==> src/rtl/first_fit_tile_window_search_top_macros.svh <==
// Assertion macros for the first-fit tile window search block.
`ifndef FIRST_FIT_TILE_WINDOW_SEARCH_TOP_MACROS_SVH
`define FIRST_FIT_TILE_WINDOW_SEARCH_TOP_MACROS_SVH

// Same-cycle implication, checked out of reset.
`define FFTWS_ASSERT(label, ante, cons, msg) \
  label: assert property (@(posedge clk_i) disable iff (!rst_ni) (ante) |-> (cons)) \
    else $error(msg);

// Next-cycle implication, checked out of reset.
`define FFTWS_ASSERT_NEXT(label, ante, cons, msg) \
  label: assert property (@(posedge clk_i) disable iff (!rst_ni) (ante) |=> (cons)) \
    else $error(msg);

`endif

==> src/rtl/fftws_pkg.sv <==
// Constants, codes and helpers shared by the tile window search block.
package fftws_pkg;

  localparam int CfgIdxW  = 3;
  localparam int CfgDataW = 12;

  localparam logic [CfgIdxW-1:0] CFG_TILE_COUNT    = 3'd0;
  localparam logic [CfgIdxW-1:0] CFG_ROW_COUNT     = 3'd1;
  localparam logic [CfgIdxW-1:0] CFG_LUT_PER_TILE  = 3'd2;
  localparam logic [CfgIdxW-1:0] CFG_BRAM_PER_TILE = 3'd3;
  localparam logic [CfgIdxW-1:0] CFG_DSP_PER_TILE  = 3'd4;

  localparam logic OP_WRITE  = 1'b0;
  localparam logic OP_SEARCH = 1'b1;

  localparam logic [1:0] KIND_OTHER = 2'd0;
  localparam logic [1:0] KIND_CLB   = 2'd1;
  localparam logic [1:0] KIND_BRAM  = 2'd2;
  localparam logic [1:0] KIND_DSP   = 2'd3;

  localparam int KindsW   = 4;
  localparam int InDataW  = 72;
  localparam int OutDataW = 24;
  localparam int LutW     = 20;
  localparam int AmtW     = 12;
  localparam int TakeW    = 13;

  localparam int CFG_AREA_LO      = 68;
  localparam int CFG_AREA_HI      = 70;
  localparam int CFG_AREA_RESTART = 71;
  localparam int FW_AREA_LO       = 108;
  localparam int FW_AREA_HI       = 125;
  localparam int CFG_ROW_A        = 0;
  localparam int CFG_ROW_B        = 3;
  localparam int FW_ROW_A         = 2;
  localparam int FW_ROW_B         = 3;

  localparam logic [8:0]  TILE_COUNT_RST = 9'd256;
  localparam logic [3:0]  ROW_COUNT_RST  = 4'd4;
  localparam logic [11:0] LUT_PER_RST    = 12'd8;
  localparam logic [11:0] BRAM_PER_RST   = 12'd1;
  localparam logic [11:0] DSP_PER_RST    = 12'd1;

  function automatic logic [TakeW-1:0] col_take(input logic [KindsW-1:0] kinds,
                                                input logic [1:0] want,
                                                input logic [AmtW-1:0] amt);
    logic [TakeW-1:0] acc;
    acc = '0;
    if (kinds[1:0] == want) acc = acc + TakeW'(amt);
    if (kinds[3:2] == want) acc = acc + TakeW'(amt);
    return acc;
  endfunction

endpackage

==> src/rtl/fftws_ram.sv <==
// Generic single-write, single-read RAM with registered read data.
module fftws_ram #(
  parameter int WIDTH = 4,
  parameter int DEPTH = 256
) (
  input  logic                     clk_i,
  input  logic                     we_i,
  input  logic [$clog2(DEPTH)-1:0] waddr_i,
  input  logic [WIDTH-1:0]         wdata_i,
  input  logic [$clog2(DEPTH)-1:0] raddr_i,
  output logic [WIDTH-1:0]         rdata_o
);

  logic [WIDTH-1:0] mem_q [DEPTH];
  logic [WIDTH-1:0] rdata_q;

  always_ff @(posedge clk_i) begin
    if (we_i) begin
      mem_q[waddr_i] <= wdata_i;
    end
    rdata_q <= mem_q[raddr_i];
  end

  assign rdata_o = rdata_q;

endmodule

==> src/rtl/first_fit_tile_window_search_top.sv <==
// Top level of the first-fit tile window search: tile table, scan sequencer, output register.
// A search word makes N tile visits, one visit per cycle through the tile table's single read port,
// before it loads the output register; N is at most (row_count+1)*tile_count, with each count
// first clamped to 1..ROW_LIMIT or 1..TILE_DEPTH. A search with all needs zero skips the scan.
// The input is ready again the cycle after the result loads; a full output register not being read holds it.
// Reset restores the configuration registers; table entries stay unknown until written.
`include "first_fit_tile_window_search_top_macros.svh"

module first_fit_tile_window_search_top
  import fftws_pkg::*;
#(
  parameter int TILE_DEPTH = 256,
  parameter int ROW_LIMIT  = 8
) (
  input  logic                clk_i,
  input  logic                rst_ni,
  input  logic                cfg_we_i,
  input  logic [CfgIdxW-1:0]  cfg_index_i,
  input  logic [CfgDataW-1:0] cfg_data_i,
  input  logic                s_axis_tvalid_i,
  output logic                s_axis_tready_o,
  // tile_index[7:0], left_kind[9:8], right_kind[11:10], lut_need[31:12],
  // bram_need[43:32], dsp_need[55:44], begin_tile[63:56], begin_row[66:64]
  input  logic [InDataW-1:0]  s_axis_tdata_i,
  // opcode[0]
  input  logic                s_axis_tuser_i,
  output logic                m_axis_tvalid_o,
  input  logic                m_axis_tready_i,
  // placed_row[2:0], first_tile[10:3], last_tile[18:11]
  output logic [OutDataW-1:0] m_axis_tdata_o,
  // found[0]
  output logic                m_axis_tuser_o
);

  localparam int AW  = $clog2(TILE_DEPTH);
  localparam int TW0 = $clog2(TILE_DEPTH + 1);
  localparam int CW  = (TW0 > 9) ? TW0 : 9;
  localparam int RW  = $clog2(ROW_LIMIT + 1);
  localparam int RCW = (RW > 4) ? RW : 4;
  localparam int BW  = $clog2((ROW_LIMIT + 1) * TILE_DEPTH + 1);

  localparam logic [1:0] ST_IDLE = 2'd0;
  localparam logic [1:0] ST_RUN  = 2'd1;
  localparam logic [1:0] ST_FIN  = 2'd2;

  function automatic logic [RW-1:0] row_inc(input logic [RW-1:0] r,
                                            input logic [RW-1:0] lim);
    logic [RW-1:0] n;
    n = r + RW'(1);
    return (n >= lim) ? '0 : n;
  endfunction

  logic [1:0]  state_q, state_d;
  logic [8:0]  tile_count_q;
  logic [3:0]  row_count_q;
  logic [11:0] lut_per_q, bram_per_q, dsp_per_q;

  logic [CW-1:0]   start_q, start_d, len_q, len_d;
  logic [RW-1:0]   row_q, row_d;
  logic [BW-1:0]   count_q, count_d, bound_q, bound_d;
  logic            rst_need_q, rst_need_d;
  logic            found_q, found_d;
  logic [LutW-1:0] nl_q, nl_d, init_l_q, init_l_d;
  logic [AmtW-1:0] nb_q, nb_d, init_b_q, init_b_d, nd_q, nd_d, init_d_q, init_d_d;

  logic                out_valid_q, out_valid_d;
  logic                out_user_q, out_user_d;
  logic [OutDataW-1:0] out_data_q, out_data_d;

  // config writes
  always_ff @(posedge clk_i or negedge rst_ni) begin
    if (!rst_ni) begin
      tile_count_q <= TILE_COUNT_RST;
      row_count_q  <= ROW_COUNT_RST;
      lut_per_q    <= LUT_PER_RST;
      bram_per_q   <= BRAM_PER_RST;
      dsp_per_q    <= DSP_PER_RST;
    end else if (cfg_we_i) begin
      case (cfg_index_i)
        CFG_TILE_COUNT:    tile_count_q <= cfg_data_i[8:0];
        CFG_ROW_COUNT:     row_count_q  <= cfg_data_i[3:0];
        CFG_LUT_PER_TILE:  lut_per_q    <= cfg_data_i;
        CFG_BRAM_PER_TILE: bram_per_q   <= cfg_data_i;
        CFG_DSP_PER_TILE:  dsp_per_q    <= cfg_data_i;
        default: ;
      endcase
    end
  end

  // saturated row geometry
  logic [CW-1:0]    tc, tc_ext;
  logic [RCW-1:0]   rc_ext, rc_sat;
  logic [RW-1:0]    rc;
  logic [RW:0]      rc_p1;
  logic [RW+CW:0]   bound_prod;

  assign tc_ext = CW'(tile_count_q);
  assign tc = (tile_count_q == '0) ? CW'(1) :
              (tc_ext > CW'(TILE_DEPTH)) ? CW'(TILE_DEPTH) : tc_ext;
  assign rc_ext = RCW'(row_count_q);
  assign rc_sat = (row_count_q == '0) ? RCW'(1) :
                  (rc_ext > RCW'(ROW_LIMIT)) ? RCW'(ROW_LIMIT) : rc_ext;
  assign rc = rc_sat[RW-1:0];
  assign rc_p1 = {1'b0, rc} + (RW+1)'(1);
  assign bound_prod = (RW+CW+1)'(rc_p1) * (RW+CW+1)'(tc);

  // input word fields
  logic [7:0]      in_tile_index, in_begin_tile;
  logic [KindsW-1:0] in_kinds;
  logic [LutW-1:0] in_lut;
  logic [AmtW-1:0] in_bram, in_dsp;
  logic [2:0]      in_begin_row;

  assign in_tile_index = s_axis_tdata_i[7:0];
  assign in_kinds      = s_axis_tdata_i[11:8];
  assign in_lut        = s_axis_tdata_i[31:12];
  assign in_bram       = s_axis_tdata_i[43:32];
  assign in_dsp        = s_axis_tdata_i[55:44];
  assign in_begin_tile = s_axis_tdata_i[63:56];
  assign in_begin_row  = s_axis_tdata_i[66:64];

  logic s_accept;
  assign s_axis_tready_o = (state_q == ST_IDLE);
  assign s_accept = s_axis_tvalid_i && s_axis_tready_o;

  // start position of a search
  logic [CW-1:0] idx_ext, beg_tile_ext, start_init;
  logic [RW-1:0] beg_row_ext, row0, row_init;
  logic          zero_need;

  assign idx_ext      = CW'(in_tile_index);
  assign beg_tile_ext = CW'(in_begin_tile);
  assign beg_row_ext  = RW'(in_begin_row);
  assign row0         = (beg_row_ext >= rc) ? '0 : beg_row_ext;
  assign start_init   = (beg_tile_ext >= tc) ? '0 : beg_tile_ext;
  assign row_init     = (beg_tile_ext >= tc) ? row_inc(row0, rc) : row0;
  assign zero_need    = (in_lut == '0) && (in_bram == '0) && (in_dsp == '0);

  // tile table
  logic              tbl_we;
  logic [CW-1:0]     pos;
  logic [KindsW-1:0] tile_rd;

  assign tbl_we = s_accept && (s_axis_tuser_i == OP_WRITE) && (idx_ext < CW'(TILE_DEPTH));
  assign pos    = start_q + len_q;

  fftws_ram #(
    .WIDTH(KindsW),
    .DEPTH(TILE_DEPTH)
  ) u_tile_ram (
    .clk_i  (clk_i),
    .we_i   (tbl_we),
    .waddr_i(idx_ext[AW-1:0]),
    .wdata_i(in_kinds),
    .raddr_i(pos[AW-1:0]),
    .rdata_o(tile_rd)
  );

  // window rules for the tile visited at pos
  logic [CW-1:0] pos_n, len1, v_start, v_len;
  logic [RW-1:0] v_row;
  logic          v_reset;
  logic          cfg_row, fw_row, cov_cfg, cov_fw;

  assign pos_n   = pos + CW'(1);
  assign len1    = len_q + CW'(1);
  assign cfg_row = (row_q == RW'(CFG_ROW_A)) || (row_q == RW'(CFG_ROW_B));
  assign fw_row  = (row_q == RW'(FW_ROW_A)) || (row_q == RW'(FW_ROW_B));
  assign cov_cfg = ((start_q <= CW'(CFG_AREA_LO)) && (CW'(CFG_AREA_LO) <= pos)) ||
                   ((start_q <= CW'(CFG_AREA_HI)) && (CW'(CFG_AREA_HI) <= pos));
  assign cov_fw  = ((start_q <= CW'(FW_AREA_LO)) && (CW'(FW_AREA_LO) <= pos)) ||
                   ((start_q <= CW'(FW_AREA_HI)) && (CW'(FW_AREA_HI) <= pos));

  always_comb begin
    v_start = start_q;
    v_len   = len1;
    v_row   = row_q;
    v_reset = 1'b0;
    if (pos_n >= tc) begin
      v_start = '0;
      v_len   = '0;
      v_row   = row_inc(row_q, rc);
      v_reset = 1'b1;
    end else if (cfg_row && cov_cfg) begin
      v_len   = '0;
      v_reset = 1'b1;
      if (CW'(CFG_AREA_RESTART) >= tc) begin
        v_start = '0;
        v_row   = row_inc(row_q, rc);
      end else begin
        v_start = CW'(CFG_AREA_RESTART);
      end
    end else if (fw_row && cov_fw) begin
      v_start = '0;
      v_len   = '0;
      v_row   = row_inc(row_q, rc);
      v_reset = 1'b1;
    end
  end

  // needs after the visit whose data is back
  logic [TakeW-1:0] sub_l, sub_b, sub_d;
  logic [LutW-1:0]  nl_sub;
  logic [AmtW-1:0]  nb_sub, nd_sub;
  logic             pend, done;

  assign sub_l  = col_take(tile_rd, KIND_CLB, lut_per_q);
  assign sub_b  = col_take(tile_rd, KIND_BRAM, bram_per_q);
  assign sub_d  = col_take(tile_rd, KIND_DSP, dsp_per_q);
  assign nl_sub = (nl_q > LutW'(sub_l)) ? nl_q - LutW'(sub_l) : '0;
  assign nb_sub = ({1'b0, nb_q} > sub_b) ? nb_q - sub_b[AmtW-1:0] : '0;
  assign nd_sub = ({1'b0, nd_q} > sub_d) ? nd_q - sub_d[AmtW-1:0] : '0;
  assign pend   = (count_q != '0);
  assign done   = pend && !rst_need_q && (nl_sub == '0) && (nb_sub == '0) && (nd_sub == '0);

  // result word
  logic [CW-1:0] end_full, win_end;
  logic          out_free;

  assign end_full = start_q + len_q;
  assign win_end  = (end_full == tc) ? end_full - CW'(1) : end_full;
  assign out_free = !out_valid_q || m_axis_tready_i;

  always_comb begin
    state_d    = state_q;
    start_d    = start_q;
    len_d      = len_q;
    row_d      = row_q;
    count_d    = count_q;
    bound_d    = bound_q;
    rst_need_d = rst_need_q;
    found_d    = found_q;
    nl_d       = nl_q;
    nb_d       = nb_q;
    nd_d       = nd_q;
    init_l_d   = init_l_q;
    init_b_d   = init_b_q;
    init_d_d   = init_d_q;
    out_valid_d = out_valid_q && !m_axis_tready_i;
    out_user_d  = out_user_q;
    out_data_d  = out_data_q;
    case (state_q)
      ST_IDLE: begin
        if (s_accept && (s_axis_tuser_i == OP_SEARCH)) begin
          start_d    = start_init;
          len_d      = '0;
          row_d      = row_init;
          count_d    = '0;
          bound_d    = bound_prod[BW-1:0];
          rst_need_d = 1'b0;
          found_d    = 1'b1;
          nl_d       = in_lut;
          nb_d       = in_bram;
          nd_d       = in_dsp;
          init_l_d   = in_lut;
          init_b_d   = in_bram;
          init_d_d   = in_dsp;
          state_d    = zero_need ? ST_FIN : ST_RUN;
        end
      end
      ST_RUN: begin
        if (done) begin
          found_d = 1'b1;
          state_d = ST_FIN;
        end else if (count_q >= bound_q) begin
          found_d = 1'b0;
          state_d = ST_FIN;
        end else begin
          if (pend) begin
            nl_d = rst_need_q ? init_l_q : nl_sub;
            nb_d = rst_need_q ? init_b_q : nb_sub;
            nd_d = rst_need_q ? init_d_q : nd_sub;
          end
          start_d    = v_start;
          len_d      = v_len;
          row_d      = v_row;
          rst_need_d = v_reset;
          count_d    = count_q + BW'(1);
        end
      end
      ST_FIN: begin
        if (out_free) begin
          out_valid_d = 1'b1;
          out_user_d  = found_q;
          out_data_d  = found_q ? {5'b0, win_end[7:0], start_q[7:0], row_q[2:0]} : '0;
          state_d     = ST_IDLE;
        end
      end
      default: state_d = ST_IDLE;
    endcase
  end

  always_ff @(posedge clk_i or negedge rst_ni) begin
    if (!rst_ni) begin
      state_q     <= ST_IDLE;
      out_valid_q <= 1'b0;
      count_q     <= '0;
    end else begin
      state_q     <= state_d;
      out_valid_q <= out_valid_d;
      count_q     <= count_d;
    end
  end

  always_ff @(posedge clk_i) begin
    start_q    <= start_d;
    len_q      <= len_d;
    row_q      <= row_d;
    bound_q    <= bound_d;
    rst_need_q <= rst_need_d;
    found_q    <= found_d;
    nl_q       <= nl_d;
    nb_q       <= nb_d;
    nd_q       <= nd_d;
    init_l_q   <= init_l_d;
    init_b_q   <= init_b_d;
    init_d_q   <= init_d_d;
    out_user_q <= out_user_d;
    out_data_q <= out_data_d;
  end

  assign m_axis_tvalid_o = out_valid_q;
  assign m_axis_tuser_o  = out_user_q;
  assign m_axis_tdata_o  = out_data_q;

  `FFTWS_ASSERT(a_count_in_bound, state_q == ST_RUN, count_q <= bound_q, "visit count past bound")
  `FFTWS_ASSERT(a_pos_in_row, state_q == ST_RUN, pos < tc, "scan address past row end")
  `FFTWS_ASSERT(a_row_in_range, state_q == ST_RUN, row_q < rc, "scan row past row count")
  `FFTWS_ASSERT_NEXT(a_fin_loads_out, (state_q == ST_FIN) && out_free, out_valid_q, "no result")

endmodule
==> config.mk <==
export PLATFORM = sky130hd
export DESIGN_NAME = first_fit_tile_window_search_top
export DESIGN_NICKNAME = d
export VERILOG_FILES = /design/src/rtl/fftws_pkg.sv /design/src/rtl/fftws_ram.sv /design/src/rtl/first_fit_tile_window_search_top.sv
export VERILOG_INCLUDE_DIRS = /design/src /design/src/rtl
export SDC_FILE = /design/constraint.sdc
export NUM_CORES = 2
export LEC_CHECK = 0
export CAP_MARGIN = 30
export CORE_ASPECT_RATIO = 1.2
export CORE_MARGIN = 8
export CORE_UTILIZATION = 30
export DETAILED_ROUTE_END_ITERATION = 10
export DONT_BUFFER_PORTS = 1
export RECOVER_POWER = 50
export SYNTH_ARGS = -nofsm -noshare
export SYNTH_HDL_FRONTEND = slang
export SYNTH_HIERARCHICAL = 1
export SYNTH_SLANG_ARGS = --single-unit
==> constraint.sdc <==
create_clock -name clk_i -period 6.8 [get_ports clk_i]
set_input_delay 2.04 -clock clk_i [delete_from_list [all_inputs] [get_ports clk_i]]
set_output_delay 2.04 -clock clk_i [all_outputs]
set_load 0.01 [all_outputs]
### Word level (Yosys, flattened, before mapping)

Memory sizes are Yosys's and may differ from the RTL's. A register that Yosys moved wholly into a read port is not among the register bits.
Cells that the tools add are included.

* multipliers: 1
* equal/unequal tests: 23
* bitwise operators: 1
* reductions and logical operators: 51
* $add $sub $neg: 14
* div/mod/pow operators: 0
* magnitude comparators: 21
* shift-type cells: 0
* mux-type cells: 85

Operators with widths (number)
* 2-to-1 mux 12 bit: 18
* 2-to-1 mux 9 bit: 14
* 2-to-1 mux 20 bit: 6
* one-hot mux 12 bit (2 select lines): 3
* zero test 12 bit: 4
* 2-to-1 mux 4 bit: 12
* zero test 20 bit: 2
* one-hot mux 20 bit (2 select lines): 1
* adder 13 x 12 -> 13 bit: 3
* 2-to-1 mux 13 bit: 3
* less-or-equal comparator 7 x 9 -> 1 bit, first input constant: 4
* less-or-equal comparator 9 x 7 -> 1 bit, second input constant: 4
* one-hot mux 9 bit (2 select lines): 2
* > comparator 12 x 13 -> 1 bit: 2
* subtractor 12 bit: 2
* > comparator 20 x 13 -> 1 bit: 1
* subtractor 20 x 13 -> 20 bit: 1
* adder 9 x 1 -> 9 bit, second input constant: 2
* logical AND 1 bit: 17
* 2-to-1 mux 8 bit: 2
* AND reduction 2 bit: 7
* 2-to-1 mux 1 bit: 13
* adder 12 x 1 -> 12 bit, second input constant: 1
* >= comparator 12 bit: 1
* other kinds (44): 71

* memory bits (writable): 1024
* latch bits: 0
* output and inout bits: 27
* logic and storage cells: 220
* memories kept: 1
* bits in registers: 213
* bits of input ports: 93
* bits in read-only memories: 0

Memory list
* u_tile_ram.mem_q: words 256, width 4, rd ports 1, clocked after Yosys merged registers in 1, wr ports 1, RTL line fftws_ram.sv:14 `logic [WIDTH-1:0] mem_q [DEPTH];`

### Longest topological paths before layout

* depth after elaboration: 12
* gate-level depth with buffers: 22
* depth with buffers taken out: 22

### By module

The synthesis kept the hierarchy.

Modules (own cells, without submodules)
* fftws_ram: area each 40675.3 um^2, seq. area each 30829.6 um^2, times used 1, cells each 2051
* first_fit_tile_window_search_top: area each 14450.1 um^2, seq. area each 5901.9 um^2, times used 1, cells each 1450

### Worst setup path before layout

No wires, ideal clock.

* path type: input-to-reg
* from: in s_axis_tuser_i
* to: reg nb_q[0], enable pin
* library setup time: 0.460 ns
* data required time: 6.340 ns
* slack: -0.028 ns
* stages on the path: 5
* arrival time: 6.368 ns
* path through: nand3_2 > inv_1 > clkbuf_1 > a21oi_2 > a21oi_1

* word-level cells in the longest chain between the ends: 3

RTL lines
* start: declaration: RTL line first_fit_tile_window_search_top.sv:26 `input logic s_axis_tuser_i,`
* logical AND 1 bit: RTL line first_fit_tile_window_search_top.sv:244 `if (s_accept && (s_axis_tuser_i == OP_SEARCH)) begin`
* inequality test 2 x 1 -> 1 bit (no source line)
* AND reduction 5 bit (no source line)
* end signal: assignment: RTL line first_fit_tile_window_search_top.sv:313 `nb_q <= nb_d;`
* end: declaration: RTL line first_fit_tile_window_search_top.sv:64 `logic [AmtW-1:0] nb_q, nb_d, init_b_q, init_b_d, nd_q, nd_d, init_d_q, init_d_d;`

Every way passes these cells.
A chain may end at the register's enable or synchronous reset.

### Worst setup path after layout

* from: reg u_tile_ram.rdata_q[0], in the netlist u_tile_ram/rdata_o[0] (read register of u_tile_ram.mem_q)
* to: reg nl_q[15], enable pin

* word-level cells in the longest chain between the ends: 12
* elaborated cells between the ends (all ways): 29
* those cells by class: 6 x add/sub; 3 x order compare; 4 x eq/ne; 9 x mux; 7 x reduce/logical

RTL lines
* start: declaration: RTL line fftws_ram.sv:15 `logic [WIDTH-1:0] rdata_q;`
* == test 2 x 1 -> 1 bit: RTL line fftws_pkg.sv:49 `if (kinds[1:0] == want) acc = acc + TakeW'(amt);`
* 2-to-1 mux 12 bit: RTL line fftws_pkg.sv:49
* adder 13 x 12 -> 13 bit: RTL line fftws_pkg.sv:50 `if (kinds[3:2] == want) acc = acc + TakeW'(amt);`
* 2-to-1 mux 13 bit: RTL line fftws_pkg.sv:50
* subtractor 20 x 13 -> 20 bit / > comparator 20 x 13 -> 1 bit (equally long branches): RTL line first_fit_tile_window_search_top.sv:210 `assign nl_sub = (nl_q > LutW'(sub_l)) ? nl_q - LutW'(sub_l) : '0;`
* 2-to-1 mux 20 bit: RTL line first_fit_tile_window_search_top.sv:210
* zero test 20 bit: RTL line first_fit_tile_window_search_top.sv:214 `assign done = pend && !rst_need_q && (nl_sub == '0) && (nb_sub == '0) && (nd_sub == '0);`
* logical AND 1 bit (2 in series): RTL line first_fit_tile_window_search_top.sv:214
* logical AND 1 bit *: RTL line first_fit_tile_window_search_top.sv:214
* inequality test 2 bit (no source line) *
* AND reduction 5 bit (no source line) *
* end signal: assignment: RTL line first_fit_tile_window_search_top.sv:312 `nl_q <= nl_d;`
* end: declaration: RTL line first_fit_tile_window_search_top.sv:63 `logic [LutW-1:0] nl_q, nl_d, init_l_q, init_l_d;`

Every way passes the cells marked *; elsewhere a longest branch is shown, timed or not.

==> impl_metrics.ini <==
[timing]
finClkSkew_ns = 0.0606
min_period_ns = 5.62
setup_violations = 0
fmax_ghz = 0.178
finalSetupTns_ns = 0
rsz0062_at_grt = no
slew_headroom_pct = -160
worst_slew_pin_slew_ns = 3.89
period_share_pct = 82.6
hold_viol_final = 0
final_max_slew_viol_count = 66

[logic_synthesis]
yosysWarnings = 6
ys_async_sr_fraction_pct = 5.18
netlist_area_um2 = 55100
ys_ff_latch = 1235
synth_top_family_by_area = multiplexers
synth_largest_area_cell = edfxtp_1
synthCells = 3501
synthAdderAreaFrac_pct = 3.50
synth_xor_area_share_pct = 1.16
synth.area.mux_share_pct = 12.5
synth-compound-area-share_pct = 5.91
synth_area_leaders = edfxtp_1 (64%), mux4_2 (10%), dfrtp_1 (2.7%)
ys.flop_type = edfxtp_1
synth-edff-count = 1167
ys_seq_area_share_pct = 66.6
avgSynthCellArea_um2 = 15.7
ys_top_cells_by_count = edfxtp_1 (1167), nor2_1 (355), mux4_2 (250), nand2_1 (181), ha_1 (115)
synth_top_cell_area_share_pct = 63.6
synth.most_common_cell = edfxtp_1
yosysUniqueCellTypes = 89
synth_simple_gate_area_share_pct = 7.93

[layout]
area_delta_synth_final_pct = 12.5
diodes = 0
layout.nets = 3740
multi_input_area_um2 = 17300
finalInstanceArea_um2 = 62000
fin_util_pct = 33.9
fillers = 17581
drive_above_1_share_pct = 15.9
seqCellArea_um2 = 36700

[setup_path]
r2r-start = u_tile_ram/rdata_o[0]
worstPathMaxFanout = 27
r2r_slack_ns = 1.18
endpoint_kind = flop
cp-start-kind = flop
cp_num_buf_inv = 3
cpMostUsedCell = buf_4
cp_top_family = compound AO/OA/AOI/OAI gates
cpPeakStageDelay_ns = 0.63
cp_cell_sequence = nor2b_1, xnor2_1, buf_4, and2_1, ha_1, inv_1, fa_1, a211oi_1, o21bai_1, o211ai_1, and3_1, or4b_1, and4b_1, a41oi_1, or2_2, a21oi_2, a21oi_4, buf_4
worstReg2RegEnd = nl_q[15]
critical_path_class = reg -> reg
cp_slowest_cell = a21oi_4
arrival_ns = 5.97
cp.required_ns = 7.15
r2r_cells = 18

[floorplanning]
rows = 172
die_w_um = 407
die_y_um = 486
core_um2 = 183000
io_pins = 120
dieArea_um2 = 198000
initial_utilization_pct = 30.1

[clocking]
cts_resized = 0
path_clk_slew_ns = 0.06
root_buffer = clkbuf_16
clock_latency_ns = 0.77
tritoncts = done
cts_buffers = 121
clock_path_buffers = 3
htree_levels = 3
cts.sinks = 1235
hold_buffers = 0
post_cts_buffers = 0

[run_status]
violations = max-capacitance violations, max-slew violations
status = finished, violations left

[hold_path]
min_delay_path_depth = 1
holdPathEnd = bram_per_q[5]
worstHoldPathType = reg -> reg
min_from = bram_per_q[5]

[place]
dp_hpwl_um = 85000
gp_congestion = 0.833
placed_cell_area_um2 = 58000
port_buffers = 0

[grt]
global_route.usage.met2_pct = 22.1
grt-busiest-layer = met2
grt_pass1_wl_um = 202000
grt_use_total_pct = 13.1
grt_pass1_vias = 31315
grt_start_max_net_pins = 257
grt_overflow = 0
antenna_found_initial = 1
use_met3_pct = 2.62
use_met1_pct = 17.4

[drt]
drt-total-wl_um = 135000
drtIter0Drc = 2820
vias = 30927
ant_nets = 0
first_pass_iters = 5
drc = 0
wl_per_cell_um = 22.2
via_per_inst = 5.11

[flow_run]
maxCapViolCount = 1
[layout make-up]
type	count	area share, %
clock buffers	140	5.03
well taps	2436	4.92
multi-input cells	2003	27.9
clock inverters	90	1.60
inverters	87	0.527
repair buffers	60	0.805
flip-flops and latches	1235	59.2
[state kept, by name, summed over array words and instances, names as in the netlist, 2 cells and up]
name                count
start_q                 8
state_q                 2
bound_q                12
rc_ext                  4
u_tile_ram/mem_q     1024
row_q                   4
init_b_q               12
lut_per_q              12
init_d_q               12
count_q                12
len_q                   9
m_axis_tdata_o         19
tc_ext                  9
nb_q                   12
bram_per_q             12
nd_q                   12
u_tile_ram/rdata_o      4
init_l_q               20
nl_q                   20
dsp_per_q              12
[metal layers]
metal	wire length (um)	vias up
li1	-	13734
met1	57000	15992
met2	65500	962
met3	8400	239
met4	3680	0
met5	0	-
[layout by cell type (no fill, tap or decap), types with 28 or more instances in the layout]
master     synthesis  layout
nor2b_1           55      54
ha_1             115     114
nand3_1           79      71
mux2_2            53      53
o211ai_1          28      28
o21ai_0           89      89
a21oi_1          104     103
mux4_2           250     250
xnor2_1           44      41
nor2_1           355     355
nand2_1          181     181
nand2b_1          29      28
clkinv_1           1      36
buf_4             16      45
a22oi_1           68      68
nor3_1            49      49
nor4_1            28      28
inv_1             85      85
and2_1            41      32
mux2i_1           68      68
edfxtp_1        1167    1167
dfrtp_1           59      59
clkbuf_16          0     122
[per-stage QoR]
step           worst slack [ns]  cells  hold WS (ns)
6_report                   1.18   6051         0.532
4_1_cts                    1.17   6050         0.534
2_1_floorplan             0.938   3511         0.482
5_1_grt                   0.808   6051         0.548
3_5_place_dp               1.20   5820         0.511
3_3_place_gp               1.21   5817         0.514
[worst max path at each step]
stage / startpoint / endpoint / slack (ns) / cells after the start
after detailed placement: u_tile_ram/rdata_o[0] / nl_q[15] / 1.20 / 18
after global routing: u_tile_ram/rdata_o[3] / nl_q[15] / 0.81 / 18
after floorplan: s_axis_tuser_i / nb_q[0] / 0.94 / 5
after global placement: u_tile_ram/rdata_o[0] / nl_q[15] / 1.21 / 18
final: u_tile_ram/rdata_o[0] / nl_q[15] / 1.18 / 18
after CTS: u_tile_ram/rdata_o[0] / nl_q[15] / 1.17 / 18
[cells by family (layout without fill, tap and decap cells)]
logic type               count (synthesis)  after routing
flip-flops                            1235           1235
adder cells (fa/ha/maj)                140            140
XOR/XNOR                                72             72
multiplexers                           371            371
AND/OR/NAND/NOR                        922            922
other                                    2             12
AO/OA/AOI/OAI                          486            486
buffers and inverters                  273            377
Power is left out: the tool's default activity adds up to more than one toggle a clock period on the data nets, which glitch-free logic cannot reach.
